===== config.mk =====
export PLATFORM = sky130hd
export DESIGN_NAME = cpc_mul
export DESIGN_NICKNAME = d
export VERILOG_FILES = /design/src/hw/rtl/cpc_pkg.sv /design/src/hw/rtl/cpc_mul.sv
export SDC_FILE = /design/constraint.sdc
export NUM_CORES = 2
export LEC_CHECK = 0
export BUFFER_PORTS_ARGS = -buffer_cell sky130_fd_sc_hd__clkbuf_2
export CORE_MARGIN = 8
export CORE_UTILIZATION = 40
export DETAILED_ROUTE_END_ITERATION = 12
export PLACE_DENSITY = 0.53
export SLEW_MARGIN = 20
export SYNTH_ARGS = -nofsm -noshare
export SYNTH_HDL_FRONTEND = slang
export SYNTH_SLANG_ARGS = --single-unit

===== constraint.sdc =====
create_clock -name clk -period 11.7 [get_ports clk]
set_input_delay 2.34 -clock clk [delete_from_list [all_inputs] [get_ports clk]]
set_output_delay 2.34 -clock clk [all_outputs]
set_load 0.02 [all_outputs]

===== src/hw/rtl/cpc_pkg.sv =====
// ----------------------------------------------------------------------------
// cpc_pkg: shared types and constants
// Fixed field widths, multiplier limb size and quotient width for the
// curvature core.
// ----------------------------------------------------------------------------
package cpc_pkg;

    localparam int IN_W    = 43;            // coordinate width
    localparam int MAG_W   = 43;            // |coordinate difference|
    localparam int PR_W    = 2 * MAG_W;     // one square or cross term
    localparam int SQ_W    = PR_W + 1;      // squared side length
    localparam int CR_W    = PR_W + 1;      // |cross product|
    localparam int DEN_W   = 3 * SQ_W;      // product of squared sides
    localparam int CRSQ_W  = 2 * CR_W;      // cross product squared
    localparam int QB      = 33;            // root bits, one spare above 32
    localparam int OUT_W   = 32;
    localparam int LIMB_W  = 32;            // multiplier partial product limb

    localparam logic [QB-1:0] LIM_POS = 33'h0_7FFF_FFFF;
    localparam logic [QB-1:0] LIM_NEG = 33'h0_8000_0000;

    typedef struct packed {
        logic neg;      // cross product negative
        logic deg;      // a side has zero length
        logic crz;      // cross product zero
    } cpc_flags_t;

endpackage


===== src/hw/rtl/cpc_mul.sv =====
// ----------------------------------------------------------------------------
// cpc_mul: two-stage unsigned multiplier
// 32-bit limb partial products registered, then summed and registered.
// ----------------------------------------------------------------------------
module cpc_mul import cpc_pkg::*; #(
    parameter int AW = 43,
    parameter int BW = 43
) (
    input  logic               clk,
    input  logic               en,
    input  logic [AW-1:0]      a,
    input  logic [BW-1:0]      b,
    output logic [AW+BW-1:0]   p
);

    localparam int NA    = (AW + LIMB_W - 1) / LIMB_W;
    localparam int NB    = (BW + LIMB_W - 1) / LIMB_W;
    localparam int NP    = NA * NB;
    localparam int SUM_W = (NA + NB) * LIMB_W;

    logic [NA*LIMB_W-1:0] a_pad;
    logic [NB*LIMB_W-1:0] b_pad;
    logic [2*LIMB_W-1:0]  pp_reg [NP];
    logic [SUM_W-1:0]     sum;
    logic [AW+BW-1:0]     p_reg;

    assign a_pad = (NA*LIMB_W)'(a);
    assign b_pad = (NB*LIMB_W)'(b);

    always_ff @(posedge clk)
    begin
        if (en)
        begin
            for (int i = 0; i < NA; i++)
            begin
                for (int j = 0; j < NB; j++)
                begin
                    pp_reg[i*NB+j] <= (2*LIMB_W)'(a_pad[i*LIMB_W +: LIMB_W])
                                    * (2*LIMB_W)'(b_pad[j*LIMB_W +: LIMB_W]);
                end
            end
            p_reg <= sum[AW+BW-1:0];
        end
    end

    always_comb
    begin
        sum = '0;
        for (int i = 0; i < NA; i++)
        begin
            for (int j = 0; j < NB; j++)
            begin
                sum = sum + (SUM_W'(pp_reg[i*NB+j]) << (LIMB_W * (i + j)));
            end
        end
    end

    assign p = p_reg;

endmodule


== Word level (Yosys, flattened, before mapping) ==
Memories as Yosys holds them, arrays and structs flattened.
Index checks and enable logic that the tools add are counted.
Operators by class
  add/sub/neg operators: 3
  $mul: 4
  mux-type cells: 2
Operators with widths (count)
  $add A86 B86 Y86: 2
  $add A64 B86 Y86: 1
  $mul A32 B32 Y64: 1
  $mul A11 B32 Y43: 1
  $mul A32 B11 Y43: 1
  $mul A11 B11 Y22: 1
  $mux W1: 2
Storage, ports and cells
  register bits: 86
  RAM bits: 256
  input bits: 88
  output and inout port bits: 86
  memories kept: 1
Memory list
  pp_reg: words 4, bits a word 64, read ports 4, clocked after Yosys merged registers in 0, write ports 4, RTL line cpc_mul.sv:23  | logic [2*LIMB_W-1:0] pp_reg [NP];

== Longest topological paths before layout ==
An unclocked memory read counts as a cell.
  depth in word-level cells: 4
  gate-level depth with buffers: 31

== Least setup slack after synthesis ==
OpenSTA, ideal clock, no wires.
  path type: input to register
  from: input b[2]
  to: memory pp_reg[0][56] in the netlist's numbering (data pin)
  arrival: 9757 ps
  data required time: 11510 ps
  path slack: 1753 ps
  stages: 29
  cells stage by stage: clkbuf_1 > and2_1 > fa_1 > inv_1 > fa_1 > fa_1 > fa_1 > inv_1 > fa_1 > inv_1 > fa_1 > inv_1 > fa_1 > inv_1 > fa_1 > inv_1 > ha_1 > buf_2 > nand4_1 > or4_1 > or3_1 > nand3b_2 > o31a_4 > a41o_2 > a32oi_2 > o2bb2ai_2 > o41ai_4 > nor3b_1 > a2111oi_2
RTL lines
  start: declaration: RTL line cpc_mul.sv:12  | input logic [BW-1:0] b,
  end: declaration: RTL line cpc_mul.sv:23

==> flow_summary.yaml <==
die:
  start_util_pct: 40.22
  die_h_um: 431.1
  io-pin-count: 174
  die-area_mm2: 0.1858
  die_w_um: 431.1
  coreArea_mm2: 0.1714
  rows: 152
placement:
  dp_hpwl_um: 161800
  place_area_mm2: 0.07212
  routabilityCongestion: 0.8849
  dp_slack_ns: 0.6445
  port_buffers: 173
worst_setup_path:
  crit_slowest_cell: "fa_1"
  endpoint_kind: "flop"
  max_stage_delay_ns: 0.57
  rr_worst_depth: 15
  crit_path_max_fanout: 24
  cp-start-kind: "primary input"
  critical_path_class: "primary input to flop"
  arrival_ns: 10.85
  required_ns: 12.15
  ff2ff_setup_slack_ns: 6.41
  r2r-start: "pp_reg[0][33]"
  path_common_cell: "fa_1"
  reg2reg_to: "p[79]"
clock_network:
  cts_inserted_buffers: 31
  clkLatencyLatePin_ns: 0.67
  cts_setup_buffers: 0
  clockBufferDepth: 3
  ctsRootBufferMaster: "clkbuf_16"
  cts_tree: "built"
  cts.reportedPaths.clkPinSlew_ns: 0.09
  clock_sinks: 258
  post_cts_resized: 0
  htreeDepth: 1
  holdBufCountCts: 0
logic_synthesis:
  synth_cells: 7163
  ys_seq_area_share_pct: 11.24
  syn_avg_cell_area_um2: 9.621
  synth-edff-count: 258
  synthAdderAreaFrac_pct: 54.84
  yosysTopAreaCell: "fa_1"
  synth_ff_type: "edfxtp_1"
  muxShareOfSynthArea_pct: 0
  synth-simple-area-share_pct: 16.17
  yosys_warnings: 0
  synth_area_mm2: 0.06892
  synth_top_area_share_pct: 45.26
  synth_compound_area_share_pct: 5.457
  synth_xor_area_share_pct: 2.580
  synthTopCellsByArea: "fa_1 45%, edfxtp_1 11%, ha_1 9.6%, and2_1 8.2%, inv_1 7.5%"
  synthArstFlopShare_pct: 0
  synth_top_family_by_area: "adder cells"
  ys_ff_latch: 258
  synth_fp_nets: 9337
  synthDistinctLibCells: 67
hold_path:
  hp-start: "pp_reg[0][31]"
  hold_path_class: "flop to flop"
  holdPathEnd: "p[31]"
  holdPathStages: 0
finish:
  layout.nets: 9266
  stdcell_area_mm2: 0.07310
  drive_above_1_share_pct: 5.102
  largest_register_ffs: 172
  areaGrowthSynthToFinish_pct: 6.062
global_routing:
  gr-total-overflow: 0
  grt.total_usage_pct: 21.79
  grt_pass1_wl_um: 317600
  grt_max_degree: 78
  grt_pass1_vias: 53450
  antenna_found_initial: 19
sta:
  finClkSkew_ns: 0.04577
  finalSetupTns_ns: 0
  hold_viol_final: 0
  worst_hold_slack_ns: 0.4069
  finalCriticalPeriod_ns: 10.41
  maxSlewViolCount: 0
  fin_ws_ns: 1.294
  setup_viol: 0
  rsz0062_at_grt: "false"
  period_share_pct: 88.94
  slew-limit-headroom_pct: 27.78
  fmax_ghz: 0.09610
  worst_slew_pin_slew_ns: 1.083
run_status:
  run_status: "finished clean"
route:
  wirelength_um: 199100
  wl_per_cell_um: 21.10
  drc: 0
  routed-via-count: 48420
  postRouteAntennaNets: 0
  first_pass_iters: 5
  dr.first_iter.drc_count: 2814
  viasPerCell: 5.132
job:
  max_cap_violations: 0
==> Yosys cell counts, types with 4 or more instances <==
| cell | number |
|---|---|
| a2111oi_0 | 5 |
| a211oi_1 | 12 |
| a21boi_0 | 6 |
| a21o_1 | 122 |
| a21oi_1 | 183 |
| a221o_1 | 7 |
| a221oi_1 | 7 |
| a31o_2 | 5 |
| a31oi_1 | 20 |
| a41oi_1 | 10 |
| and2_1 | 898 |
| and3_1 | 25 |
| and4_1 | 5 |
| clkbuf_1 | 401 |
| edfxtp_1 | 258 |
| fa_1 | 1558 |
| ha_1 | 528 |
| inv_1 | 1377 |
| nand2_1 | 1082 |
| nand2b_1 | 25 |
| nand3_1 | 42 |
| nand4_1 | 27 |
| nor2_1 | 84 |
| nor2b_1 | 19 |
| nor3_1 | 22 |
| nor3b_1 | 7 |
| o211ai_1 | 7 |
| o21a_1 | 23 |
| o21ai_0 | 107 |
| o21bai_1 | 18 |
| o22ai_1 | 4 |
| o31ai_1 | 6 |
| or2_2 | 6 |
| or3_1 | 6 |
| xnor2_1 | 130 |
| xor2_1 | 73 |
==> through the flow <==
| stage | utilization, % | instances |
|---|---|---|
| floorplan | - | 7163 |
| global placement | 42.09 | 9369 |
| detailed placement | 42.09 | 9369 |
| CTS | 42.64 | 9425 |
| global route | 42.64 | 9426 |
| finish | 42.66 | 9436 |
==> worst max-delay path by stage <==
stage | to | cells after the start | slack (ns) | start
finish | pp_reg[0][56] | 26 | 1.29 | a[11]
detailed placement | pp_reg[0][56] | 26 | 0.64 | a[11]
CTS | pp_reg[0][56] | 26 | 1.34 | a[11]
global route | pp_reg[0][56] | 26 | 1.00 | a[11]
floorplan | pp_reg[0][56] | 29 | 1.75 | b[2]
global placement | pp_reg[0][60] | 26 | 0.82 | a[11]
==> critical path: cells and delay by family <==
family                     cells  cell delay, ns
buffers and inverters          5            1.13
AOI/OAI and AO/OA              6            1.63
and+or+nand+nor                6            1.51
adders and majority gates      9            4.21
==> routing by layer <==
| layer | vias to the layer above | wire (µm) | global-route usage [%] |
|---|---|---|---|
| met4 | 10 | 4722 | 4.651 |
| met5 | - | 63 | 0 |
| li1 | 21400 | - | - |
| met1 | 25430 | 89220 | 30.38 |
| met2 | 1370 | 91950 | 35.69 |
| met3 | 208 | 13180 | 3.972 |
==> layout make-up <==
cell class                      instances  area (µm²)
Multi-Input combinational cell       5124       54480
Tap cell                             2310        2890
Sequential cell                       258        7747
Inverter                             1377        5169
Fill cell                           16830       98260
Timing Repair Buffer                  300        1829
Clock inverter                         19       153.9
Clock buffer                           37       798.3
Antenna cell                           11       27.53
==> logic make-up (layout without fill, tap and decap cells) <==
kind of cell,after synthesis,in the layout
simple gates,2255,2255
fa+ha+maj,2086,2086
buf+inv,1781,1733
compound gates,580,580
flops,258,258
xor+xnor,203,203
other cells,0,11
==> cell usage in the layout, fill, tap and decap left out, types with 7 or more instances in the layout <==
master / count
and2_1: 898
nand3_1: 42
xnor2_1: 130
o211ai_1: 7
diode_2: 11
nand4_1: 27
buf_4: 127
inv_1: 1377
edfxtp_1: 258
nor2b_1: 19
o21bai_1: 18
a221o_1: 7
nor3_1: 22
a41oi_1: 10
o21ai_0: 107
o21a_1: 23
a221oi_1: 7
a31oi_1: 20
a21o_1: 122
nor2_1: 84
nor3b_1: 7
nand2_1: 1082
clkbuf_2: 172
fa_1: 1558
a211oi_1: 12
a21oi_1: 183
and3_1: 25
clkbuf_16: 31
nand2b_1: 25
ha_1: 528
xor2_1: 73
Power is left out: the tool's default activity adds up to more than one toggle a clock period on the data nets, which glitch-free logic cannot reach.
