## config.mk

```make
export PLATFORM = sky130hd
export DESIGN_NAME = cpc_cell
export DESIGN_NICKNAME = d
export VERILOG_FILES = /design/src/hw/rtl/cpc_pkg.sv /design/src/hw/rtl/cpc_cell.sv
export SDC_FILE = /design/constraint.sdc
export NUM_CORES = 2
export LEC_CHECK = 0
export ABC_CLOCK_PERIOD_IN_PS = 7400
export BUFFER_PORTS_ARGS = -buffer_cell sky130_fd_sc_hd__buf_2
export CAP_MARGIN = 0
export CORE_AREA = 3 3 751 753
export CTS_CLUSTER_SIZE = 30
export DETAILED_ROUTE_END_ITERATION = 10
export DIE_AREA = 0 0 754 756
export PLACE_DENSITY = 0.44
export REMOVE_ABC_BUFFERS = 1
export SLEW_MARGIN = 0
export SYNTH_ARGS = -nofsm -noshare
export SYNTH_HDL_FRONTEND = slang
export SYNTH_SLANG_ARGS = --single-unit
```

## constraint.sdc

```tcl
create_clock -name clk -period 7.4 [get_ports clk]
set_input_delay 0 -clock clk [delete_from_list [all_inputs] [get_ports clk]]
set_output_delay 0 -clock clk [all_outputs]
set_load 0.1 [all_outputs]
```

## src/hw/rtl/cpc_pkg.sv

```systemverilog
// ----------------------------------------------------------------------------
// cpc_pkg: shared types and constants
// Fixed field widths, multiplier limb size and quotient width for the
// curvature core.
// ----------------------------------------------------------------------------
package cpc_pkg;

    localparam int IN_W    = 43;            // coordinate width
    localparam int MAG_W   = 43;            // |coordinate difference|
    localparam int PR_W    = 2 * MAG_W;     // one square or cross term
    localparam int SQ_W    = PR_W + 1;      // squared side length
    localparam int CR_W    = PR_W + 1;      // |cross product|
    localparam int DEN_W   = 3 * SQ_W;      // product of squared sides
    localparam int CRSQ_W  = 2 * CR_W;      // cross product squared
    localparam int QB      = 33;            // root bits, one spare above 32
    localparam int OUT_W   = 32;
    localparam int LIMB_W  = 32;            // multiplier partial product limb

    localparam logic [QB-1:0] LIM_POS = 33'h0_7FFF_FFFF;
    localparam logic [QB-1:0] LIM_NEG = 33'h0_8000_0000;

    typedef struct packed {
        logic neg;      // cross product negative
        logic deg;      // a side has zero length
        logic crz;      // cross product zero
    } cpc_flags_t;

endpackage

```

## src/hw/rtl/cpc_cell.sv

```systemverilog
// ----------------------------------------------------------------------------
// cpc_cell: one bit of the scaled square root
// Decides root bit BIT: keeps remainder r = num - q^2*den and p = q*den.
// ----------------------------------------------------------------------------
module cpc_cell import cpc_pkg::*; #(
    parameter int BIT = 0,
    parameter int CW  = 328
) (
    input  logic             clk,
    input  logic             en,
    input  logic [CW-1:0]    r_in,
    input  logic [CW-1:0]    p_in,
    input  logic [QB-1:0]    q_in,
    input  logic [DEN_W-1:0] den_in,
    input  cpc_flags_t       flg_in,
    output logic [CW-1:0]    r_out,
    output logic [CW-1:0]    p_out,
    output logic [QB-1:0]    q_out,
    output logic [DEN_W-1:0] den_out,
    output cpc_flags_t       flg_out
);

    logic [CW-1:0]    sub;
    logic             fits;
    logic [CW-1:0]    r_reg;
    logic [CW-1:0]    p_reg;
    logic [QB-1:0]    q_reg;
    logic [DEN_W-1:0] den_reg;
    cpc_flags_t       flg_reg;

    // (q + 2^b)^2*den - q^2*den = 2^(b+1)*p + 2^(2b)*den
    assign sub  = (p_in << (BIT + 1)) + (CW'(den_in) << (2 * BIT));
    assign fits = (r_in >= sub);

    always_ff @(posedge clk)
    begin
        if (en)
        begin
            r_reg   <= fits ? (r_in - sub) : r_in;
            p_reg   <= fits ? (p_in + (CW'(den_in) << BIT)) : p_in;
            q_reg   <= q_in | (QB'(fits) << BIT);
            den_reg <= den_in;
            flg_reg <= flg_in;
        end
    end

    assign r_out   = r_reg;
    assign p_out   = p_reg;
    assign q_out   = q_reg;
    assign den_out = den_reg;
    assign flg_out = flg_reg;

endmodule

```

* Word-level counts from Yosys, hierarchy flattened
Index checks and enable logic that the tools add are counted.
** Word-level totals
- Bits in registers :: 953
- Input bits :: 955
- Word-level logic and storage cells :: 14
- Output and inout port bits :: 953
** Operators by class
- Order comparisons :: 1
- Bitwise operators :: 1
- Multiplexer cells :: 2
- Add/subtract/negate cells :: 3
** Operators by type and width (number)
- $add 328x261->328 :: 2
- $mux 328 :: 2
- $ge 328x328->1 :: 1
- $sub 328x328->328 :: 1
- $or 33x1->33 :: 1

* Logic depth before layout (Yosys ltp)
- Depth in word-level cells :: 3
- Gate-level depth with buffers :: 38
- Gate-level depth less buffers :: 35

* Worst setup path before layout
OpenSTA, ideal clock, no wires.
- Path type :: input to register
- Start point :: input p_in[13]
- End point :: register p_reg[291], in the netlist p_out[291] (data pin)
- Data required time :: 7.140 ns
- Setup time :: 0.260 ns
- Slack :: -0.297 ns
- Path buffers :: 5
- Arrival time :: 7.437 ns
- Stages :: 35
- Cells stage by stage :: ha_1 -> buf_2 -> nand4_1 -> nor4_1 -> nand4b_1 -> a2111oi_2 -> o21ai_2 -> a2111oi_4 -> o311ai_1 -> a211oi_2 -> a21oi_2 -> nor3b_2 -> a2111oi_1 -> o31a_1 -> o31a_1 -> or3_1 -> buf_2 -> xor2_1 -> ha_1 -> clkbuf_1 -> nand2_1 -> nor4_1 -> and3_1 -> nand3_1 -> or4_1 -> nor4_1 -> a31oi_1 -> and3_1 -> o21a_1 -> buf_6 -> buf_6 -> or3_1 -> or2_1 -> nor2_1 -> xor2_1
** Between the ends
- Cells in the longest elaborated chain, start to end :: 3
- Elaborated cells on any way between the ends :: 4
- Those cells by class :: add/sub (2); order compare (1); mux (1)
** RTL lines
- start: declaration :: RTL line cpc_cell.sv:12 : input logic [CW-1:0] p_in,
- $add 328x261->328 :: RTL line cpc_cell.sv:32 : assign sub = (p_in << (BIT + 1)) + (CW'(den_in) << (2 * BIT));
- $ge 328x328->1 :: RTL line cpc_cell.sv:33 : assign fits = (r_in >= sub);
- $mux 328 * :: RTL line cpc_cell.sv:40 : p_reg <= fits ? (p_in + (CW'(den_in) << BIT)) : p_in;
- end signal: assignment :: RTL line cpc_cell.sv:40
- end: declaration :: RTL line cpc_cell.sv:26 : logic [CW-1:0] p_reg;
Mark *: on every way between the ends. The rest lies on a longest branch, timed or not.
A chain may end at the register's enable or synchronous reset.

* Final worst setup path
- Start point :: input p_in[13]
- End point :: register p_reg[327], in the netlist p_out[327] (data pin)
Same word-level chain as after synthesis.

==> results.md <==
* Status: complete, but fails checks
* Failing checks: negative setup slack
* Fraction of the mapped netlist area in adder cells at 0.1069
* Ports at 1908
* Ys flop type: edfxtp_1
* # setup viols final at 566
* Core area at 557100 um^2
* Clock period minus worst slack at 7.792 ns
* XOR/XNOR Fraction of Synth Area at 0.08547
* # H-tree levels at 4
* Core Rows at 274
* Req. time, crit path at 8.04 ns
* Post-Syn Area at 99910 um^2
* Total of max-cap violations at 0
* Crit Path Max Fanout at 7
* Multiplexer area fraction after synthesis at 0.0003256
* Initial DRC count at 15353
* Post-Synth Simple-Gate Area at 0.2011
* Final WS setup at -0.3916 ns
* Slowest library cell on the worst path: or4_4
* Yosys Warn Count at 0
* Drt drc at 0
* FF+latch count, synth at 953
* Worst VDD drop at 0.1655 mV
* DR vias at 138146
* Clock sink count at 953
* Nets at 21999
* Largest net degree at the start of global routing at 147
* Antenna violations before repair at 315
* Mean Syn Cell Area at 7.711 um^2
* Hold WC Path Type: input port to register
* Fillers at 60221
* Layout area overhead at 76.88%
* Buffers on Ports at 1907
* Hold depth at 4
* Starting density of the core at 0.1793
* Max_slew headroom at 0.01312
* Total chip power at 42070 uW
* Crit path largest cell delay at 0.49 ns
* TritonRoute pass-1 iters at 6
* First-pass GRT wire length at 1123 mm
* Critical path class: input port to register
* Fin. max-slew vios at 0
* Worst Path Arrival at 8.43 ns
* Netlist cell types at 96
* Total routed wirelength at 860.6 mm
* Leakage power at 0.07635 uW
* Die area at 570000 um^2
* Congestion Overflow GR at 0
* RSZ-0062 raised after global routing: yes
* CTS buffer count at 144
* Worst-path clk slew at 0.06 ns
* Hold path startpoint: r_in[325]
* Post-DP HPWL at 736.6 mm
* Commonest non-fill, non-tap cells in the layout: 4299 x buf_4, 1896 x buf_2, 1863 x a21oi_1
* Final Hold Vio Count at 0
* GRT Total Usage at 0.2839
* Highest clock rate at 128.3 MHz
* CP startpoint kind: input port
* Worst hold endpoint: r_out[325]$_DFFE_PP_
* Worst Tran Pin Value at 1.480 ns
* Layout Utilization at 0.3172
* Die height at 756 um
* Wire per inst at 30.81 um
* GPL Wtd Cong at 1.054
* Worst setup EP type: register
* Share of cells above drive strength 1 at 0.3764
* Main combinational cell family by area after synthesis: compound AO/OA/AOI/OAI gates
* Die X at 754 um
* Root Driver: clkbuf_16
* Pwr Density at 238.1 nW/um^2
* Post-synthesis sequential area ratio at 0.2864
* Post-route ant nets at 0
* Compound-Gate Fraction of Synth Area at 0.2809
* Post-synth ARST share at 0
* Post-DR vias/cell at 4.946
* Vias in the first global route at 130785
* Max clock buf depth at 4
* Most common cell after layout, fill and taps aside: buf_4
* Gate Count Post-Synth at 12957
* CTS tree: done
* DP Area at 150100 um^2
* Tcrit/Tclk final at 1.053
* Number of flops mapped to enable cells by yosys at 953
* Design Area, Final at 176700 um^2
[metal layers]
metal | vias to the layer above | global-route usage | part of all wire
met5 | - | 0 | 0.00091
met4 | 124 | 0.1214 | 0.051
met3 | 1281 | 0.08284 | 0.099
met2 | 6572 | 0.3838 | 0.38
met1 | 67546 | 0.4109 | 0.47
li1 | 62623 | - | -
[cells by family (layout without fill, tap and decap cells)]
| group | count (synthesis) | after routing |
|---|---|---|
| compound gates | 4739 | 4739 |
| xor+xnor | 975 | 975 |
| fa+ha+maj | 852 | 852 |
| buf+inv | 1002 | 8347 |
| flops | 953 | 953 |
| mux | 3 | 3 |
| other cells | 0 | 177 |
| simple gates | 4433 | 4433 |
[worst max path at each step]
stage	to	slack, ns	cells after the start	start
floorplan	p_out[261]$_DFFE_PP_	-40.15	28	p_in[6]
global placement	r_out[315]$_DFFE_PP_	-3.79	42	p_in[0]
detailed placement	r_out[323]$_DFFE_PP_	-3.77	42	p_in[0]
CTS	r_out[326]$_DFFE_PP_	-0.29	46	den_in[12]
global route	p_out[327]$_DFFE_PP_	-0.69	43	p_in[13]
finish	p_out[327]$_DFFE_PP_	-0.39	43	p_in[13]
[what timing repair did]
item	in CTS	in global routing
setup buffers	70	86
gates cloned	29	59
pin swaps	126	143
endpoints found under the hold margin	1059	1
setup endpoints to repair	657	657
hold buffers	1255	1
gates resized for setup	560	857
[state kept, by name (all words and copies together), names as in the netlist]
name / cells
p_out: 328
q_out: 33
r_out: 328
den_out: 261
flg_out: 3
[stage by stage]
stage          std cells  hold WS [ns]  setup TNS, ns  setup WS [ns]
3_3_place_gp       26029        0.1764       -1589.45         -3.786
2_1_floorplan      12285       0.09887              -         -40.15
5_1_grt            27857      0.009772        -301.43        -0.6884
3_5_place_dp       26029        0.1783       -1611.34         -3.770
6_report           27931       0.05844        -131.65        -0.3916
4_1_cts            27632     0.0006644         -72.13        -0.2857
[where the power goes]
part | switching [uW] | internal, uW
sequential | 418 | 6920
clock | 3170 | 4020
combinational | 17800 | 9720
total | 21400 | 20700
[final cells by class]
| cell class | count | area, um^2 | area share |
|---|---|---|---|
| Antenna cell | 177 | 442.9 | 0.002506 |
| Clock buffer | 164 | 3700 | 0.02094 |
| Clock inverter | 92 | 903.4 | 0.005112 |
| Inverter | 330 | 1241 | 0.007023 |
| Multi-Input combinational cell | 11002 | 72190 | 0.4085 |
| Sequential cell | 953 | 28620 | 0.1619 |
| Tap cell | 7452 | 9324 | 0.05276 |
| Timing Repair Buffer | 7761 | 60300 | 0.3412 |
[synthesized netlist by cell type, drive strengths merged, types with 43 or more instances]
master	instances	share of area
a21oi	2127	0.11
o21ai	1042	0.052
nor3	234	0.012
a21boi	96	0.0072
inv	330	0.012
nand2b	76	0.0048
o21bai	356	0.027
xor2	358	0.031
a221oi	43	0.0038
ha	849	0.11
clkbuf	587	0.022
nor2	1557	0.059
nand3	179	0.0090
a31oi	86	0.0054
and3	51	0.0032
or3	43	0.0027
or2	65	0.0041
o31ai	72	0.0054
edfxtp	953	0.29
nor4	100	0.0063
a211oi	57	0.0043
nor2b	53	0.0033
o21a	122	0.0092
nand2	1385	0.052
a21o	461	0.035
xnor2	617	0.054
buf	85	0.0044
nand4	563	0.035
[worst max-delay path, delay by kind of cell]
kind | cells | cell delay [ns]
fa+ha+maj | 2 | 0.60
simple gates | 15 | 3.37
compound gates | 11 | 2.13
xor+xnor | 2 | 0.24
buf+inv | 13 | 2.03
No activity file was read; power rests on OpenSTA's default activity.
