==> src/hw/rtl/cpc_dly.sv <==
// ----------------------------------------------------------------------------
// cpc_dly: enabled delay line
// Carries side data alongside the multiplier stages.
// ----------------------------------------------------------------------------
module cpc_dly #(
    parameter int W = 8,
    parameter int N = 2
) (
    input  logic         clk,
    input  logic         en,
    input  logic [W-1:0] d,
    output logic [W-1:0] q
);

    logic [W-1:0] dly_reg [N];

    always_ff @(posedge clk)
    begin
        if (en)
        begin
            dly_reg[0] <= d;
            for (int i = 1; i < N; i++)
            begin
                dly_reg[i] <= dly_reg[i-1];
            end
        end
    end

    assign q = dly_reg[N-1];

endmodule

==> config.mk <==
export PLATFORM = sky130hd
export DESIGN_NAME = cpc_dly
export DESIGN_NICKNAME = d
export VERILOG_FILES = /design/src/hw/rtl/cpc_dly.sv
export SDC_FILE = /design/constraint.sdc
export NUM_CORES = 1
export LEC_CHECK = 0
export ABC_AREA = 1
export BUFFER_PORTS_ARGS = -buffer_cell sky130_fd_sc_hd__buf_4
export CORE_MARGIN = 2
export CORE_UTILIZATION = 37
export CTS_CLUSTER_SIZE = 8
export DETAILED_ROUTE_END_ITERATION = 8
export HOLD_SLACK_MARGIN = 0.02
export MAX_ROUTING_LAYER = met4
export PLACE_DENSITY = 0.63
export SLEW_MARGIN = 15
export SYNTH_ARGS = -nofsm -noshare
export SYNTH_HDL_FRONTEND = slang
export SYNTH_SLANG_ARGS = --single-unit
==> constraint.sdc <==
create_clock -name clk -period 1.1 [get_ports clk]
set_input_delay 0.11 -clock clk [delete_from_list [all_inputs] [get_ports clk]]
set_output_delay 0.11 -clock clk [all_outputs]
set_load 0.02 [all_outputs]
# After elaboration in Yosys (flattened, before gate mapping)
# Memory sizes are Yosys's and may differ from the RTL's.
# Cells that the tools add are included.
[totals] register_bits=0 ram_bits=16 memories=1
[classes] muxes=2
[memory_table] memory="dly_reg" words=2 width=8 rd=2 rd_clocked_by_memory_dff=0 write_ports=2 line="15" rtl="logic [W-1:0] dly_reg [N];"
[ops] cell="1-bit 2-to-1 mux" n=2

# Depth between registers and ports, before layout
# Gate-level depths: netlist of the first run.
[depth] ltp_word=2 depth_mapped=1 depth_no_buf=0

# Least setup slack after synthesis of the first run
# No wires, ideal clock.
[synth_path] kind="register to output" from="memory dly_reg[1][0], in the netlist dly_reg[0][8]" to="output q[0]" t_arrival_ps=490 t_required_ps=990 setup_slack_ps=500 stages_incl_launch_ff=2 path_cell_list="edfxtp_1 buf_4"
[synth_rtl] item="start: declaration" line="15"
[synth_rtl] item="end: declaration" line="12" rtl="output logic [W-1:0] q"

==> summary.txt, run 1 <==
layout cells sized above 1: 0.455
Leak: 0.285 nW
YS warnings: 0
part of the power in registers: 0.658
VDD IR-drop max: 0.695 mV
Final Skew: 0.407 ps
P_int: 0.000910 W
comb_multi_in: 0
R2R Setup Slk: 460 ps
Tot GR Track Use: 0.0901
die width: 42.2 microns
sequential share of the synthesized area: 0.889
DP Area: 627 sq um
final clock period utilization by the worst path: 0.833
first-pass GRT wire length: 1.07 mm
Final Hold Fails: 0
number of max-cap violations: 0
slew margin rel.: 0.871
Comb power frac: 0.098
CP max-delay cell: edfxtp_1
Cell variety after synth: 2
multi-input logic area: 0 sq um
max reg flops: 16
Detailed Routing Iterations Pass 1: 2
crit path kind: flip-flop to primary output
Worst Hold Class: input pin to flip-flop
reg2reg end: dly_reg[0][10]
Reg2Reg Depth: 0
WHS Path Cells: 1
crit-path leading delay family: flip-flops
routability cong.: 0.582
Site Rows: 13
hold endpoint: dly_reg[0][2]
Skew-Pair Late Insertion Delay: 260 ps
count of final setup violators: 0
PD cells: 1530 nW/um^2
die area: 1780 sq um
PostCTS Resize Cnt: 0
RSZ-0062 raised after global routing: no
Vias: 253
Post-DRT Antenna Nets: 0
Clock Sinks: 16
Longest Clk Path Bufs: 2
initial DRC count: 1
WP buf/inv: 1
final instance area: 729 sq um
CP endpoint kind: primary output
Initial Utilization: 0.405
Fin Setup TNS: 0 ps
Net Switching: 0.000204 W
hold path start: en
crit-path max cell delay: 380 ps
outcome: complete, no violations
nets@finish: 56
CTS tree: yes
Congestion Overflow GR: 0
largest net degree at the start of global routing: 17
number of I/O pins: 18
CTS buffer count: 3
Fmax: 1.09 GHz
Synth Net Count: 34
CP Launch Type: flip-flop
# fillers: 115
Worst Path Max Fanout: 1
Slew Limit Fails: 0
Routed WL: 612 microns
Layout area overhead: 35.0%
Switching Share: 0.184
WL/cell: 10.4 microns
clock share of power: 0.244
via-per-instance ratio: 4.29
Worst Max-Slew Pin Slew: 193 ps
Critical Path AT: 810 ps
CTS Root Cell: clkbuf_4
Reg area: 480 sq um
Die Ht: 42.2 microns
CP Data Required Time: 990 ps
Synth Register Bits: 16
most frequent cells in the layout: buf_4, edfxtp_1, dlygate4sd3_1, clkbuf_4
ANT cells: 0
syn avg cell area: 22.5 sq um
htree depth: 1
Worst-path clk slew: 80 ps
initial antenna violation count: 0
min cycle time layout: 916 ps
CORE AREA: 1330 sq um
Critical Path, Cell by Cell: buf_4
reg-to-reg startpoint: dly_reg[0][2]
most common cell after layout, fill and taps aside: buf_4
Cell Area, Synth: 541 sq um
Cells after Synth: 24
Port Buffer Count: 17
drt drc: 0
vias in the first global route: 258
[cell usage after synthesis, drive strengths merged]
cell type  instances  area [sq um]
edfxtp            16           480
buf                8          60.1
[area by class of cell]
cell class              instances  share of cell area
flip-flops and latches         16               0.659
repair buffers                 25               0.285
clock buffers                   3              0.0309
well taps                      15              0.0257
[repair_timing]
| action | CTS | global route |
|---|---|---|
| buffers inserted | 0 | 0 |
| hold buffers | 8 | 0 |
| endpoints found under the hold margin | 8 | 0 |
[how the worst max path moves through the flow]
stage | startpoint | endpoint | slack (ps) | cells after the start
after CTS | dly_reg[0][12] | q[4] | 160 | 1
after detailed placement | en | dly_reg[0][9] | 460 | 1
final | dly_reg[0][12] | q[4] | 180 | 1
after floorplan | dly_reg[0][8] | q[0] | 500 | 1
after global placement | en | dly_reg[0][9] | 480 | 1
after global routing | dly_reg[0][15] | q[7] | 140 | 1
[per-stage QoR]
step           total power [W]  worst slack [ps]   util  hold slack, ps  std cells
2_1_floorplan         0.000796               500      -             209         24
6_report               0.00111               184  0.547             207         59
5_1_grt                0.00117               139  0.547             198         59
3_3_place_gp          0.000832               479  0.470             289         48
4_1_cts                0.00113               159  0.547             202         59
3_5_place_dp          0.000837               458  0.470             289         48
[per-layer routing]
layer	global-route usage	vias to the layer above	share of wire
li1	-	121	-
met1	0.0862	117	0.33
met2	0.135	13	0.55
met3	0.0172	2	0.083
met4	0.113	0	0.031
met5	-	-	0
[kinds of logic (layout without fill, tap and decap cells)]
kind of cell / Yosys count / in the layout / synth area share
flops: 16 / 16 / 0.889
buf+inv: 8 / 28 / 0.111
[power groups by stage]
stage / Clock [W] / Combinational, W / Sequential (W)
floorplan: 0 / 0.0000525 / 0.000743
global placement: 0 / 0.0000874 / 0.000744
detailed placement: 0 / 0.0000884 / 0.000749
CTS: 0.000287 / 0.000111 / 0.000735
global route: 0.000313 / 0.000117 / 0.000739
finish: 0.000272 / 0.000109 / 0.000733
(Power assumes the default switching activity.)
==> run 2: changes to the inputs <==
Settings changed: PLACE_DENSITY 0.63 to 0.65.
Clock period 1.1 ns to 0.83 ns, I/O delays scaled along.
==> run 2 against run 1 <==
  * Clock power is 36% higher
  * Worst hold slack worse by 28 ps
  * The flow now finishes with violations (negative setup slack)
  * Utilization rose by 2.3 points
  * Routed wire length rose by 3.4%
  * Global-route usage fell by 1.0 points
==> summary.txt, run 2 (synthesized netlist as in run 1, its figures left out) <==
CP endpoint kind: primary output
count of final setup violators: 8
initial DRC count: 2
Slew Limit Fails: 0
Longest Clk Path Bufs: 2
Cell Count, Final, Fillers Out: 59
final clock period utilization by the worst path: 1.07
final instance area: 759 sq um
Final Hold Fails: 0
Site Rows: 13
CP Data Required Time: 750 ps
VDD IR-drop max: 0.919 mV
Initial Utilization: 0.405
Worst-path clk slew: 80 ps
Detailed Routing Iterations Pass 1: 2
ANT cells: 0
PD cells: 1980 nW/um^2
Tot GR Track Use: 0.0798
number of max-cap violations: 0
crit-path max cell delay: 390 ps
comb_multi_in: 0
Vias: 246
Port Buffer Count: 17
initial antenna violation count: 0
Worst Path Max Fanout: 1
Final WS setup: -58.4 ps
nets@finish: 56
Fin Setup TNS: -398 ps
fin util: 0.569
Routed WL: 633 microns
Worst Hold Class: input pin to flip-flop
most frequent cells in the layout: edfxtp_1, buf_4, dlygate4sd3_1, buf_6, clkbuf_4
largest net degree at the start of global routing: 17
htree depth: 1
die area: 1780 sq um
multi-input logic area: 0 sq um
via-per-instance ratio: 4.17
CTS Root Cell: clkbuf_4
crit-path leading delay family: flip-flops
Skew-Pair Late Insertion Delay: 270 ps
CP Launch Type: flip-flop
Worst Max-Slew Pin Slew: 198 ps
drt drc: 0
slew margin rel.: 0.868
vias in the first global route: 226
# fillers: 109
failing checks: negative setup slack
crit path kind: flip-flop to primary output
placed insts: 48
outcome: finished with violations
RSZ-0062 raised after global routing: yes
DP Area: 627 sq um
most common cell after layout, fill and taps aside: edfxtp_1
WP buf/inv: 1
Critical Path, Cell by Cell: buf_6
min cycle time layout: 888 ps
Layout area overhead: 40.5%
Leak: 0.295 nW
Die Ht: 42.2 microns
Fmax: 1.13 GHz
Critical Path AT: 810 ps
layout cells sized above 1: 0.455
CTS tree: yes
die width: 42.2 microns
routability cong.: 0.601
CTS buffer count: 3
CP max-delay cell: edfxtp_1
Congestion Overflow GR: 0
first-pass GRT wire length: 972 microns
Clock Sinks: 16
CORE AREA: 1330 sq um
max reg flops: 16
number of I/O pins: 18
WL/cell: 10.7 microns
Post-DRT Antenna Nets: 0
Final Skew: 0.628 ps
-- run 2: cell counts in the layout (fill, tap and decap cells not counted) --
No cell type changed its count.
-- run 2: final timing paths --
check	start	end	slack, ps	cells after the start
max	dly_reg[0][11]	q[3]	-60	1
min	en	dly_reg[0][7]	180	1
max reg2reg	dly_reg[0][0]	dly_reg[0][8]	200	0
min reg2reg	dly_reg[0][1]	dly_reg[0][9]	420	0
-- run 2: where the power goes --
| part | internal, W | leakage, nW | switching (W) |
|---|---|---|---|
| sequential | 0.000957 | 0.157 | 0.0000190 |
| clock | 0.000168 | 0.0138 | 0.000203 |
| combinational | 0.0000966 | 0.125 | 0.0000637 |
-- run 2: final cells by class --
cell class	instances	area [sq um]	area share
timing repair buffer	25	238	0.313
tap	15	18.8	0.0247
sequential	16	480	0.633
clock buffer	3	22.5	0.0297
-- run 2: metal layers --
metal	track usage	part of all wire	up-vias
met2	0.117	0.53	13
met3	0.0216	0.055	2
met1	0.0862	0.39	110
met5	-	0	-
li1	-	-	121
met4	0.0750	0.019	0
-- run 2: metrics by stage --
step	power (W)	hold slack, ps	setup WS, ps
final	0.00151	179	-58.4
after global routing	0.00157	170	-116
after CTS	0.00152	175	-78.4
after detailed placement	0.00111	262	204
after global placement	0.00110	261	235
after floorplan	0.00105	182	241
-- run 2: repair_timing --
item / in CTS / in global routing
gates resized for setup: 5 / 3
hold buffers: 8 / 0
cloned: 0 / 0
endpoints found under the hold margin: 8 / 0
setup endpoints to repair: 8 / 8
setup buffers: 0 / 0
==> run 3: changes to the inputs <==
Settings changed: MAX_ROUTING_LAYER met4 to not set, PLACE_DENSITY 0.65 to 0.75.
==> run 3 against run 2 <==
  * Die area did not move
  * Setup slack got worse by 10 ps
  * First-iteration DRC count fell by 50%
  * Final cell count rose by 1.7%
  * Via count fell by 3.3%
  * Critical path depth did not move
  * Routed wire length fell by 5.1%
  * The run still ends with negative setup slack left
  * Highest routed layer is now met3
  * Register-to-register slack barely moved
  * Utilization rose by 0.28 points
  * Combinational power barely moved
==> summary.txt, run 3 (synthesized netlist as in run 1, its figures left out) <==
most common cell after layout, fill and taps aside: edfxtp_1
Fin Setup TNS: -428 ps
Worst Hold Class: input pin to flip-flop
max reg flops: 16
Final WS setup: -68.9 ps
crit-path leading delay family: flip-flops
min cycle time layout: 899 ps
Site Rows: 13
WL/cell: 10.0 microns
fin util: 0.572
routability cong.: 0.569
Longest Clk Path Bufs: 2
number of I/O pins: 18
ANT cells: 0
multi-input logic area: 0 sq um
Initial Utilization: 0.405
most frequent cells in the layout: edfxtp_1, buf_4, dlygate4sd3_1, buf_6, clkbuf_4
Skew-Pair Late Insertion Delay: 270 ps
Routed WL: 601 microns
CTS buffer count: 3
nets@finish: 56
Die Ht: 42.2 microns
CP endpoint kind: primary output
outcome: finished with violations
initial antenna violation count: 0
# fillers: 102
Port Buffer Count: 17
number of setup buffers added after CTS: 0
crit path kind: flip-flop to primary output
Final Hold Fails: 0
via-per-instance ratio: 3.97
CTS Root Cell: clkbuf_4
Detailed Routing Iterations Pass 1: 2
Clock Sinks: 16
WP buf/inv: 1
PD cells: 1990 nW/um^2
WHS Path Cells: 1
die area: 1780 sq um
pre-CTS setup slack: 200 ps
first-pass GRT wire length: 972 microns
Worst Max-Slew Pin Slew: 191 ps
CP max-delay cell: edfxtp_1
CTS tree: yes
Worst Path Max Fanout: 1
die width: 42.2 microns
slew margin rel.: 0.873
crit-path max cell delay: 400 ps
Critical Path AT: 820 ps
VDD IR-drop max: 1.00 mV
comb_multi_in: 0
CP Launch Type: flip-flop
Layout area overhead: 41.2%
Vias: 238
count of final setup violators: 8
CORE AREA: 1330 sq um
Final Skew: 7.68 ps
Slew Limit Fails: 0
Leak: 0.297 nW
Stages on worst setup path: 1
drt drc: 0
RSZ-0062 raised after global routing: yes
final clock period utilization by the worst path: 1.08
number of max-cap violations: 0
Worst-path clk slew: 90 ps
Congestion Overflow GR: 0
Reg2Reg Depth: 0
failing checks: negative setup slack
largest net degree at the start of global routing: 17
Reg area: 480 sq um
Post-DRT Antenna Nets: 0
Tot GR Track Use: 0.0811
Fmax: 1.11 GHz
initial DRC count: 1
vias in the first global route: 235
Critical Path, Cell by Cell: buf_6
layout cells sized above 1: 0.444
htree depth: 1
CP Data Required Time: 750 ps
-- run 3: cell types whose count changed in the layout (fill, tap and decap cells not counted), sizes merged --
cell and change:
clkinv +1
-- run 3: timing repair --
item | in CTS | in global routing
hold buffers | 8 | 0
endpoints found under the setup margin | 8 | 8
pin swaps | 0 | 0
endpoints found under the hold margin | 8 | 0
resized for setup | 8 | 0
-- run 3: through the flow --
step | std cells | total power, W | area (sq um) | hold WS [ps]
2_1_floorplan | 24 | 0.00105 | 541 | 182
4_1_cts | 60 | 0.00154 | 763 | 160
5_1_grt | 60 | 0.00160 | 763 | 152
6_report | 60 | 0.00152 | 763 | 166
3_3_place_gp | 48 | 0.00110 | 627 | 262
3_5_place_dp | 48 | 0.00111 | 627 | 262
-- run 3: worst paths after layout --
check / start / endpoint / slack [ps]
worst max-delay path: dly_reg[0][11] / q[3] / -70
worst min-delay path: en / dly_reg[0][11] / 170
worst max register to register: dly_reg[0][6] / dly_reg[0][14] / 190
worst min register to register: dly_reg[0][1] / dly_reg[0][9] / 420
-- run 3: layout make-up --
type                  instances  share of cell area
Timing Repair Buffer         25               0.311
Tap cell                     15              0.0246
Sequential cell              16               0.630
Clock inverter                1             0.00492
Clock buffer                  3              0.0295
-- run 3: report_power, final --
part	internal, W	leakage [nW]	switching, W
clock network	0.000174	0.0154	0.000211
registers	0.000957	0.157	0.0000193
logic	0.0000966	0.125	0.0000631
total	0.00123	0.297	0.000294
-- run 3: routing by layer --
metal | vias up | track usage | routed length [microns]
li1 | 122 | - | -
met1 | 103 | 0.0712 | 222
met2 | 13 | 0.138 | 326
met3 | 0 | 0.0172 | 52
met4 | 0 | 0.0938 | 0
met5 | - | 0 | 0
